## src/rtl/core/lfp_pkg.sv

```systemverilog
// Shared byte classes and token type for the length-prefixed frame parser.
package lfp_pkg;

   localparam int QUEUE_DEPTH = 2;

   typedef logic [2:0] byte_class_type;

   localparam byte_class_type CLS_OTHER = 3'd0;
   localparam byte_class_type CLS_OPEN  = 3'd1;
   localparam byte_class_type CLS_ZERO  = 3'd2;
   localparam byte_class_type CLS_ONE   = 3'd3;
   localparam byte_class_type CLS_CLOSE = 3'd4;

   localparam logic [7:0] CHAR_OPEN  = 8'h5B;
   localparam logic [7:0] CHAR_CLOSE = 8'h5D;
   localparam logic [7:0] CHAR_ZERO  = 8'h30;
   localparam logic [7:0] CHAR_ONE   = 8'h31;

   typedef struct packed {
      byte_class_type cls;
      logic [7:0]     data;
   } token_type;

endpackage

```

## src/rtl/core/lfp_req_if.sv

```systemverilog
// Input channel interface carrying received bytes.
interface lfp_req_if;
   logic       valid;
   logic       ready;
   logic [7:0] rx_byte;

   modport source(output valid, output rx_byte, input ready);
   modport sink(input valid, input rx_byte, output ready);
endinterface

```

## src/rtl/core/lfp_rsp_if.sv

```systemverilog
// Result channel interface carrying payload bytes, frame flags and counters.
interface lfp_rsp_if #(
   parameter int COUNTER_WIDTH = 16
);
   logic                     valid;
   logic                     ready;
   logic [7:0]               payload_byte;
   logic                     payload_valid;
   logic                     payload_last;
   logic                     frame_good;
   logic                     frame_error;
   logic [COUNTER_WIDTH-1:0] good_frames;
   logic [COUNTER_WIDTH-1:0] bad_frames;

   modport source(output valid, output payload_byte, output payload_valid,
                  output payload_last, output frame_good, output frame_error,
                  output good_frames, output bad_frames, input ready);
   modport sink(input valid, input payload_byte, input payload_valid,
                input payload_last, input frame_good, input frame_error,
                input good_frames, input bad_frames, output ready);
endinterface

```

## src/rtl/core/lfp_front.sv

```systemverilog
// Front stage: accepts received bytes and registers them with their class.
module lfp_front (
   input  logic               clock,
   input  logic               reset,
   lfp_req_if.sink            req_ch,
   output lfp_pkg::token_type tok,
   output logic               tok_valid,
   input  logic               tok_ready
);

   logic               valid_ff;
   logic               valid_in;
   lfp_pkg::token_type tok_ff;
   lfp_pkg::token_type tok_in;
   logic               accept;

   assign req_ch.ready = !valid_ff || tok_ready;
   assign accept       = req_ch.valid && req_ch.ready;

   always_comb begin
      tok_in.data = req_ch.rx_byte;
      if (req_ch.rx_byte == lfp_pkg::CHAR_OPEN) begin
         tok_in.cls = lfp_pkg::CLS_OPEN;
      end else if (req_ch.rx_byte == lfp_pkg::CHAR_CLOSE) begin
         tok_in.cls = lfp_pkg::CLS_CLOSE;
      end else if (req_ch.rx_byte == lfp_pkg::CHAR_ZERO) begin
         tok_in.cls = lfp_pkg::CLS_ZERO;
      end else if (req_ch.rx_byte == lfp_pkg::CHAR_ONE) begin
         tok_in.cls = lfp_pkg::CLS_ONE;
      end else begin
         tok_in.cls = lfp_pkg::CLS_OTHER;
      end
   end

   always_comb begin
      if (accept) begin
         valid_in = 1'b1;
      end else if (tok_ready) begin
         valid_in = 1'b0;
      end else begin
         valid_in = valid_ff;
      end
   end

   always_ff @(posedge clock) begin
      if (reset) begin
         valid_ff <= 1'b0;
      end else begin
         valid_ff <= valid_in;
      end
   end

   always_ff @(posedge clock) begin
      if (accept) begin
         tok_ff <= tok_in;
      end
   end

   assign tok       = tok_ff;
   assign tok_valid = valid_ff;

endmodule

```

## src/rtl/core/lfp_queue.sv

```systemverilog
// Short token queue between the front and back stages.
module lfp_queue (
   input  logic               clock,
   input  logic               reset,
   input  lfp_pkg::token_type in_tok,
   input  logic               in_valid,
   output logic               in_ready,
   output lfp_pkg::token_type out_tok,
   output logic               out_valid,
   input  logic               out_ready
);

   localparam int PTR_WIDTH = (lfp_pkg::QUEUE_DEPTH > 1) ? $clog2(lfp_pkg::QUEUE_DEPTH) : 1;
   localparam int CNT_WIDTH = $clog2(lfp_pkg::QUEUE_DEPTH + 1);
   localparam logic [PTR_WIDTH-1:0] LAST_PTR = PTR_WIDTH'(lfp_pkg::QUEUE_DEPTH - 1);
   localparam logic [CNT_WIDTH-1:0] FULL_CNT = CNT_WIDTH'(lfp_pkg::QUEUE_DEPTH);

   lfp_pkg::token_type   entry_ff [lfp_pkg::QUEUE_DEPTH];
   logic [PTR_WIDTH-1:0] wr_ff;
   logic [PTR_WIDTH-1:0] wr_in;
   logic [PTR_WIDTH-1:0] rd_ff;
   logic [PTR_WIDTH-1:0] rd_in;
   logic [CNT_WIDTH-1:0] count_ff;
   logic [CNT_WIDTH-1:0] count_in;
   logic                 push;
   logic                 pop;

   assign in_ready  = count_ff != FULL_CNT;
   assign out_valid = count_ff != '0;
   assign push      = in_valid && in_ready;
   assign pop       = out_valid && out_ready;
   assign out_tok   = entry_ff[rd_ff];

   always_comb begin
      wr_in = wr_ff;
      rd_in = rd_ff;
      if (push) begin
         wr_in = (wr_ff == LAST_PTR) ? '0 : wr_ff + PTR_WIDTH'(1);
      end
      if (pop) begin
         rd_in = (rd_ff == LAST_PTR) ? '0 : rd_ff + PTR_WIDTH'(1);
      end
      count_in = count_ff + CNT_WIDTH'(push) - CNT_WIDTH'(pop);
   end

   always_ff @(posedge clock) begin
      if (reset) begin
         wr_ff    <= '0;
         rd_ff    <= '0;
         count_ff <= '0;
      end else begin
         wr_ff    <= wr_in;
         rd_ff    <= rd_in;
         count_ff <= count_in;
      end
   end

   always_ff @(posedge clock) begin
      if (push) begin
         entry_ff[wr_ff] <= in_tok;
      end
   end

endmodule

```

## src/rtl/core/lfp_back.sv

```systemverilog
// Back stage: frame state machine, counters and the result register.
module lfp_back #(
   parameter int LENGTH_DIGITS = 10,
   parameter int COUNTER_WIDTH = 16
) (
   input  logic               clock,
   input  logic               reset,
   input  lfp_pkg::token_type tok,
   input  logic               tok_valid,
   output logic               tok_ready,
   lfp_rsp_if.source          rsp_ch
);

   localparam int DC_WIDTH = $clog2(LENGTH_DIGITS + 1);
   localparam logic [DC_WIDTH-1:0] LAST_DIGIT = DC_WIDTH'(LENGTH_DIGITS - 1);

   localparam logic [1:0] PH_IDLE    = 2'd0;
   localparam logic [1:0] PH_LENGTH  = 2'd1;
   localparam logic [1:0] PH_PAYLOAD = 2'd2;
   localparam logic [1:0] PH_CLOSING = 2'd3;

   logic [1:0]               phase_ff;
   logic [1:0]               phase_in;
   logic [DC_WIDTH-1:0]      digit_ff;
   logic [DC_WIDTH-1:0]      digit_in;
   logic [LENGTH_DIGITS-1:0] remain_ff;
   logic [LENGTH_DIGITS-1:0] remain_in;
   logic [LENGTH_DIGITS:0]   shifted;
   logic [COUNTER_WIDTH-1:0] good_ff;
   logic [COUNTER_WIDTH-1:0] good_in;
   logic [COUNTER_WIDTH-1:0] bad_ff;
   logic [COUNTER_WIDTH-1:0] bad_in;
   logic                     out_valid_ff;
   logic                     out_valid_in;
   logic [7:0]               pbyte_ff;
   logic [7:0]               pbyte_in;
   logic                     pvalid_ff;
   logic                     pvalid_in;
   logic                     plast_ff;
   logic                     plast_in;
   logic                     fgood_ff;
   logic                     fgood_in;
   logic                     ferr_ff;
   logic                     ferr_in;
   logic                     load;

   assign tok_ready = !out_valid_ff || rsp_ch.ready;
   assign load      = tok_valid && tok_ready;
   assign shifted   = {remain_ff, tok.cls == lfp_pkg::CLS_ONE};

   always_comb begin
      phase_in  = phase_ff;
      digit_in  = digit_ff;
      remain_in = remain_ff;
      good_in   = good_ff;
      bad_in    = bad_ff;
      pbyte_in  = '0;
      pvalid_in = 1'b0;
      plast_in  = 1'b0;
      fgood_in  = 1'b0;
      ferr_in   = 1'b0;
      unique case (phase_ff)
         PH_IDLE: begin
            if (tok.cls == lfp_pkg::CLS_OPEN) begin
               phase_in  = PH_LENGTH;
               digit_in  = '0;
               remain_in = '0;
            end
         end
         PH_LENGTH: begin
            if (tok.cls != lfp_pkg::CLS_ZERO && tok.cls != lfp_pkg::CLS_ONE) begin
               ferr_in = 1'b1;
            end else begin
               remain_in = shifted[LENGTH_DIGITS-1:0];
               if (digit_ff == LAST_DIGIT) begin
                  digit_in = '0;
                  phase_in = PH_PAYLOAD;
               end else begin
                  digit_in = digit_ff + DC_WIDTH'(1);
               end
            end
         end
         PH_PAYLOAD: begin
            if (remain_ff == '0) begin
               ferr_in = 1'b1;
            end else begin
               pbyte_in  = tok.data;
               pvalid_in = 1'b1;
               remain_in = remain_ff - LENGTH_DIGITS'(1);
               if (remain_ff == LENGTH_DIGITS'(1)) begin
                  plast_in = 1'b1;
                  phase_in = PH_CLOSING;
               end
            end
         end
         PH_CLOSING: begin
            if (tok.cls != lfp_pkg::CLS_CLOSE) begin
               ferr_in = 1'b1;
            end else begin
               fgood_in  = 1'b1;
               good_in   = good_ff + COUNTER_WIDTH'(1);
               phase_in  = PH_IDLE;
               digit_in  = '0;
               remain_in = '0;
            end
         end
         default: begin
            phase_in = PH_IDLE;
         end
      endcase
      if (ferr_in) begin
         bad_in    = bad_ff + COUNTER_WIDTH'(1);
         phase_in  = PH_IDLE;
         digit_in  = '0;
         remain_in = '0;
      end
   end

   always_comb begin
      if (load) begin
         out_valid_in = 1'b1;
      end else if (rsp_ch.ready) begin
         out_valid_in = 1'b0;
      end else begin
         out_valid_in = out_valid_ff;
      end
   end

   always_ff @(posedge clock) begin
      if (reset) begin
         phase_ff     <= PH_IDLE;
         digit_ff     <= '0;
         remain_ff    <= '0;
         good_ff      <= '0;
         bad_ff       <= '0;
         out_valid_ff <= 1'b0;
      end else begin
         out_valid_ff <= out_valid_in;
         if (load) begin
            phase_ff  <= phase_in;
            digit_ff  <= digit_in;
            remain_ff <= remain_in;
            good_ff   <= good_in;
            bad_ff    <= bad_in;
         end
      end
   end

   always_ff @(posedge clock) begin
      if (load) begin
         pbyte_ff  <= pbyte_in;
         pvalid_ff <= pvalid_in;
         plast_ff  <= plast_in;
         fgood_ff  <= fgood_in;
         ferr_ff   <= ferr_in;
      end
   end

   assign rsp_ch.valid         = out_valid_ff;
   assign rsp_ch.payload_byte  = pbyte_ff;
   assign rsp_ch.payload_valid = pvalid_ff;
   assign rsp_ch.payload_last  = plast_ff;
   assign rsp_ch.frame_good    = fgood_ff;
   assign rsp_ch.frame_error   = ferr_ff;
   assign rsp_ch.good_frames   = good_ff;
   assign rsp_ch.bad_frames    = bad_ff;

   a_last_has_payload: assert property (@(posedge clock) disable iff (reset)
      out_valid_ff && plast_ff |-> pvalid_ff)
      else $error("payload_last set without payload_valid");

   a_one_outcome: assert property (@(posedge clock) disable iff (reset)
      out_valid_ff |-> $countones({pvalid_ff, fgood_ff, ferr_ff}) <= 1)
      else $error("more than one outcome flagged for one byte");

   a_good_count_step: assert property (@(posedge clock) disable iff (reset)
      load && fgood_in |=> good_ff == $past(good_ff) + COUNTER_WIDTH'(1))
      else $error("good frame counter did not advance with a good frame");

   a_bad_count_step: assert property (@(posedge clock) disable iff (reset)
      load && ferr_in |=> bad_ff == $past(bad_ff) + COUNTER_WIDTH'(1))
      else $error("bad frame counter did not advance with an aborted frame");

   a_closing_after_last: assert property (@(posedge clock) disable iff (reset)
      load && plast_in |=> phase_ff == PH_CLOSING)
      else $error("last payload byte did not lead to the closing phase");

endmodule

```

## src/rtl/core/length_prefixed_frame_parser.sv

```systemverilog
// Top level of the length-prefixed frame parser: front, queue and back stages.
//
//   Channel  Dir  Handshake    Payload
//   req_ch   in   valid/ready  rx_byte[7:0]
//   rsp_ch   out  valid/ready  payload_byte, payload_valid, payload_last,
//                              frame_good, frame_error, good_frames, bad_frames
//
// Every accepted byte yields exactly one result; one byte per cycle is sustained while rsp_ch is ready.
// A req transfer passes to its result through the front register, the two-entry queue
// and the result register.
// Reset is synchronous and clears the frame state, both counters and the stage valids.
// A stalled rsp_ch holds the result register; the queue then fills and req_ch
// drops ready only when the front register and the queue are both occupied.
module length_prefixed_frame_parser #(
   parameter int LENGTH_DIGITS = 10,
   parameter int COUNTER_WIDTH = 16
) (
   input logic        clock,
   input logic        reset,
   lfp_req_if.sink    req_ch,
   lfp_rsp_if.source  rsp_ch
);

   lfp_pkg::token_type front_tok;
   logic               front_valid;
   logic               front_ready;
   lfp_pkg::token_type back_tok;
   logic               back_valid;
   logic               back_ready;

   lfp_front u_front (
      .clock     (clock),
      .reset     (reset),
      .req_ch    (req_ch),
      .tok       (front_tok),
      .tok_valid (front_valid),
      .tok_ready (front_ready)
   );

   lfp_queue u_queue (
      .clock     (clock),
      .reset     (reset),
      .in_tok    (front_tok),
      .in_valid  (front_valid),
      .in_ready  (front_ready),
      .out_tok   (back_tok),
      .out_valid (back_valid),
      .out_ready (back_ready)
   );

   lfp_back #(
      .LENGTH_DIGITS (LENGTH_DIGITS),
      .COUNTER_WIDTH (COUNTER_WIDTH)
   ) u_back (
      .clock     (clock),
      .reset     (reset),
      .tok       (back_tok),
      .tok_valid (back_valid),
      .tok_ready (back_ready),
      .rsp_ch    (rsp_ch)
   );

endmodule
```

## src/flat_wrapper.sv

```systemverilog
// flat-port wrapper written by rule: the top's interface ports become plain ports
module length_prefixed_frame_parser_flat 
#(
   parameter int LENGTH_DIGITS = 10,
   parameter int COUNTER_WIDTH = 16
)
  (clock, reset, req_ch_valid, req_ch_rx_byte, req_ch_ready, rsp_ch_valid, rsp_ch_payload_byte, rsp_ch_payload_valid, rsp_ch_payload_last, rsp_ch_frame_good, rsp_ch_frame_error, rsp_ch_good_frames, rsp_ch_bad_frames, rsp_ch_ready);
  lfp_req_if req_ch_i ();
  lfp_rsp_if #(.COUNTER_WIDTH(COUNTER_WIDTH)) rsp_ch_i ();
  input logic clock;
  input logic reset;
  input wire logic [$bits(req_ch_i.valid)-1:0] req_ch_valid;
  input wire logic [$bits(req_ch_i.rx_byte)-1:0] req_ch_rx_byte;
  output wire logic [$bits(req_ch_i.ready)-1:0] req_ch_ready;
  output wire logic [$bits(rsp_ch_i.valid)-1:0] rsp_ch_valid;
  output wire logic [$bits(rsp_ch_i.payload_byte)-1:0] rsp_ch_payload_byte;
  output wire logic [$bits(rsp_ch_i.payload_valid)-1:0] rsp_ch_payload_valid;
  output wire logic [$bits(rsp_ch_i.payload_last)-1:0] rsp_ch_payload_last;
  output wire logic [$bits(rsp_ch_i.frame_good)-1:0] rsp_ch_frame_good;
  output wire logic [$bits(rsp_ch_i.frame_error)-1:0] rsp_ch_frame_error;
  output wire logic [$bits(rsp_ch_i.good_frames)-1:0] rsp_ch_good_frames;
  output wire logic [$bits(rsp_ch_i.bad_frames)-1:0] rsp_ch_bad_frames;
  input wire logic [$bits(rsp_ch_i.ready)-1:0] rsp_ch_ready;
  assign req_ch_i.valid = req_ch_valid;
  assign req_ch_i.rx_byte = req_ch_rx_byte;
  assign req_ch_ready = req_ch_i.ready;
  assign rsp_ch_valid = rsp_ch_i.valid;
  assign rsp_ch_payload_byte = rsp_ch_i.payload_byte;
  assign rsp_ch_payload_valid = rsp_ch_i.payload_valid;
  assign rsp_ch_payload_last = rsp_ch_i.payload_last;
  assign rsp_ch_frame_good = rsp_ch_i.frame_good;
  assign rsp_ch_frame_error = rsp_ch_i.frame_error;
  assign rsp_ch_good_frames = rsp_ch_i.good_frames;
  assign rsp_ch_bad_frames = rsp_ch_i.bad_frames;
  assign rsp_ch_i.ready = rsp_ch_ready;
  length_prefixed_frame_parser #(.LENGTH_DIGITS(LENGTH_DIGITS), .COUNTER_WIDTH(COUNTER_WIDTH)) u_core (.clock(clock), .reset(reset), .req_ch(req_ch_i), .rsp_ch(rsp_ch_i));
endmodule
```

## config.mk

```make
export PLATFORM = sky130hd
export DESIGN_NAME = length_prefixed_frame_parser_flat
export DESIGN_NICKNAME = d
export VERILOG_FILES = /design/src/rtl/core/lfp_pkg.sv /design/src/rtl/core/lfp_req_if.sv /design/src/rtl/core/lfp_rsp_if.sv /design/src/rtl/core/lfp_front.sv /design/src/rtl/core/lfp_queue.sv /design/src/rtl/core/lfp_back.sv /design/src/rtl/core/length_prefixed_frame_parser.sv /design/src/flat_wrapper.sv
export SDC_FILE = /design/constraint.sdc
export NUM_CORES = 1
export LEC_CHECK = 0
export BUFFER_PORTS_ARGS = -buffer_cell sky130_fd_sc_hd__buf_2
export CAP_MARGIN = 20
export CORE_ASPECT_RATIO = 0.8
export CORE_MARGIN = 4
export CORE_UTILIZATION = 56
export CTS_BUF_LIST = sky130_fd_sc_hd__clkbuf_4 sky130_fd_sc_hd__clkbuf_8
export DETAILED_ROUTE_END_ITERATION = 10
export GPL_TIMING_DRIVEN = 0
export PLACE_DENSITY = 0.74
export SYNTH_ARGS = -nofsm -noshare
export SYNTH_HDL_FRONTEND = slang
export SYNTH_SLANG_ARGS = --single-unit
```

## constraint.sdc

```tcl
create_clock -name clock -period 3.03 [get_ports clock]
set_clock_uncertainty 0.05 [all_clocks]
set_input_delay 0.4545 -clock clock [delete_from_list [all_inputs] [get_ports clock]]
set_output_delay 0.4545 -clock clock [all_outputs]
set_load 0.05 [all_outputs]
```

==> out/results.tsv <==
stage	metric	value	unit
outcome	status	finished clean	
critical_path	critical_path.cell_chain	inv_1 > ha_1 > clkbuf_1 > nand3_1 > a311o_1 > buf_2 > nor4_1 > mux2_2	
critical_path	cp-start-kind	flip-flop	
timing	worstMarginPinSlew	0.928	ns
pwr	powerDensity	599	nW/µm²
cells_and_area	final_nets	541	
drt	routed_wl	10200	µm
placement	place_hpwl	7410	µm
yosys	syn-num-nets	473	
placement	place_congestion	0.878	
yosys	avgSynthCellArea	10.5	µm²
clocking	cts_tree	built	
critical_path	crit_type	reg2reg	
timing	setup_tns	0	ns
critical_path	critical_path_buf_inv_count	3	
die	fp.dieH	90.0	µm
pwr	p_sw	0.00112	W
critical_path	crit_path_end_kind	flip-flop	
clocking	cts.sinks	100	
yosys	ys_types	62	
yosys	postSynthRegisterBits	100	
critical_path	crit_arrival	2.94	ns
hold_path	hold_path_class	in2reg	
drt	detail_route.vias_per_cell	5.95	
yosys	async_reset_ff_share	0	%
cells_and_area	layout_commonest_cell	buf_2	
drt	drtPass1Iterations	5	
die	start_util	58.4	%
cells_and_area	final_area	5330	µm²
yosys	synth-seq-area-share	52.1	%
drt	wire_per_inst	16.2	µm
drt	drc	0	
yosys	synthTopCellsByArea	edfxtp_1 (29%), dfxtp_1 (23%), ha_1 (3.5%)	
yosys	netlist_area	4710	µm²
pwr	seqPwrFrac	50.3	%
global_route	grt_pass1_vias	3537	
timing	finalMaxSlewViolations	0	
timing	rsz0062_at_grt	false	
global_route	antenna_found_initial	0	
die	ios	58	
cells_and_area	layout_common_cells	buf_2 (62), dfxtp_1 (55), edfxtp_1 (45)	
clocking	htree_num_levels	3	
pwr	p_sw_share	35.0	%
timing	hold_viol_final	0	
cells_and_area	n_fill_cell	670	
pwr	p_clk_share	27.0	%
clocking	postCtsSetupBuffers	0	
global_route	grt_use_total	20.7	%
drt	ant_nets	0	
yosys	synth_top_area_share	28.7	%
critical_path	crit_path_max_fanout	10	
critical_path	critPathRequiredTime	3.25	ns
flow_run	cap_violations	0	
yosys	synth_enable_flop_cells	45	
cells_and_area	area_delta_synth_final	13.3	%
critical_path	critPathSlowestCell	a311o_1	
clocking	clk_pin_slew	0.12	ns
placement	place_area	5130	µm²
die	core_area	8060	µm²
drt	drt_iter0_markers	270	
timing	maxClockFrequency	366	MHz
clocking	numCtsBuffers	9	
yosys	synthCells	448	
timing	setup_viol	0	
die	num_rows	29	
drt	vias	3740	
global_route	grt_remaining_overflow	0	
timing	fin_crit	2.73	ns
clocking	ctsRootBufferMaster	clkbuf_8	
yosys	ys_warn_count	0	
cells_and_area	final_layout_size_suffix_gt1_share	17.5	%
global_route	grt_pass1_wl	17200	µm
clocking	cts_buffer_depth	2	
critical_path	critical_path.top_delay_family	buffers and inverters	
pwr	power_leakage	2.00	nW
critical_path	slowest_delay	0.48	ns
die	die-area	9950	µm²
timing	timing.final.crit_share	90.1	%
timing	relSlewSlack	37.5	%
clocking	hold_buffers	0	
pwr	power_frac_comb	22.6	%
global_route	grt_max_degree	22	
yosys	synth_top_cell_by_area	edfxtp_1	
pwr	ir_drop	0.000333	V
cells_and_area	multi_input_area	2100	µm²
cells_and_area	register_area	2450	µm²
pwr	p_int	0.00208	W
clocking	cts_resized	0	
die	die_x	111	µm
clocking	clock_latency	0.37	ns
yosys	synth_ff_type	dfxtp_1	
cells_and_area	n_antenna_cell	0	
placement	io_buffers	57	
## cells in the mapped netlist (all sizes together) (9+ instances only)
master	instances
dfxtp	55
edfxtp	45
nor2	41
a21oi	25
nand4	21
inv	20
nand3	17
nand2	16
o21ai	15
ha	13
mux2i	13
xor2	13
clkbuf	11
or4	10
nor2b	9
o31ai	9
## final timing paths
path,cells after the start,to,slack [ns],from
min reg2reg,0,u_core.u_queue.entry_ff[0][4]$_DFFE_PP_,0.41,u_core.u_front.tok[4]$_DFFE_PP_
max,8,u_core.u_back.rsp_ch.bad_frames[15]$_SDFFE_PP0P_,0.30,u_core.u_back.phase_ff[1]$_SDFFE_PP0P_
min,1,u_core.u_front.tok[4]$_DFFE_PP_,0.21,req_ch_rx_byte[4]
max reg2reg,8,u_core.u_back.rsp_ch.bad_frames[15]$_SDFFE_PP0P_,0.30,u_core.u_back.phase_ff[1]$_SDFFE_PP0P_
## kinds of logic after synthesis
kind of cell / synth area share, %
simple gates: 20.8
flops: 52.1
compound gates: 13.8
buf+inv: 3.24
xor+xnor: 3.16
mux: 3.48
fa+ha+maj: 3.45
## layout make-up
type / instances / share of cell area, %
buffer: 18 / 1.38
sequential: 100 / 46.0
multi-input combinational: 309 / 39.4
clock inverter: 7 / 1.52
inverter: 21 / 1.48
tap: 108 / 2.53
clock buffer: 9 / 2.32
timing repair buffer: 57 / 5.35
## power by group through the flow
stage | logic, W | clock network (W) | registers [W]
5_1_grt | 0.000780 | 0.000946 | 0.00162
6_report | 0.000724 | 0.000864 | 0.00161
3_3_place_gp | 0.000707 | 0 | 0.00164
3_5_place_dp | 0.000725 | 0 | 0.00164
2_1_floorplan | 0.000345 | 0 | 0.00183
4_1_cts | 0.000727 | 0.000888 | 0.00161
## registers in the layout, indices dropped and copies added, names as in the netlist, 2 cells and up, named ones only
signal                             cells
u_core.u_queue.entry_ff               22
u_core.u_back.rsp_ch.bad_frames       16
u_core.u_back.rsp_ch.good_frames      16
u_core.u_back.digit_ff                 4
u_core.u_back.phase_ff                 2
u_core.u_front.tok                    11
u_core.u_back.remain_ff               10
u_core.u_back.rsp_ch.payload_byte      8
u_core.u_queue.count_ff                2
## routing by layer
metal	up-vias	part of all wire, %	GRT usage, %
met5	-	0	0
met4	0	0.67	4.31
met3	5	4.8	4.83
met2	95	47	32.7
met1	1812	48	29.2
li1	1828	-	-
## per-stage QoR
stage	power, W	std cells	util (%)	hold WS [ns]	worst slack (ns)
floorplan	0.00218	448	-	0.371	0.773
global placement	0.00234	613	63.7	0.377	0.407
detailed placement	0.00236	613	63.7	0.384	0.367
CTS	0.00322	629	66.2	0.198	0.352
global route	0.00335	629	66.2	0.182	0.0986
finish	0.00320	629	66.2	0.213	0.301
Note: power is estimated with default switching activity, not from simulation.
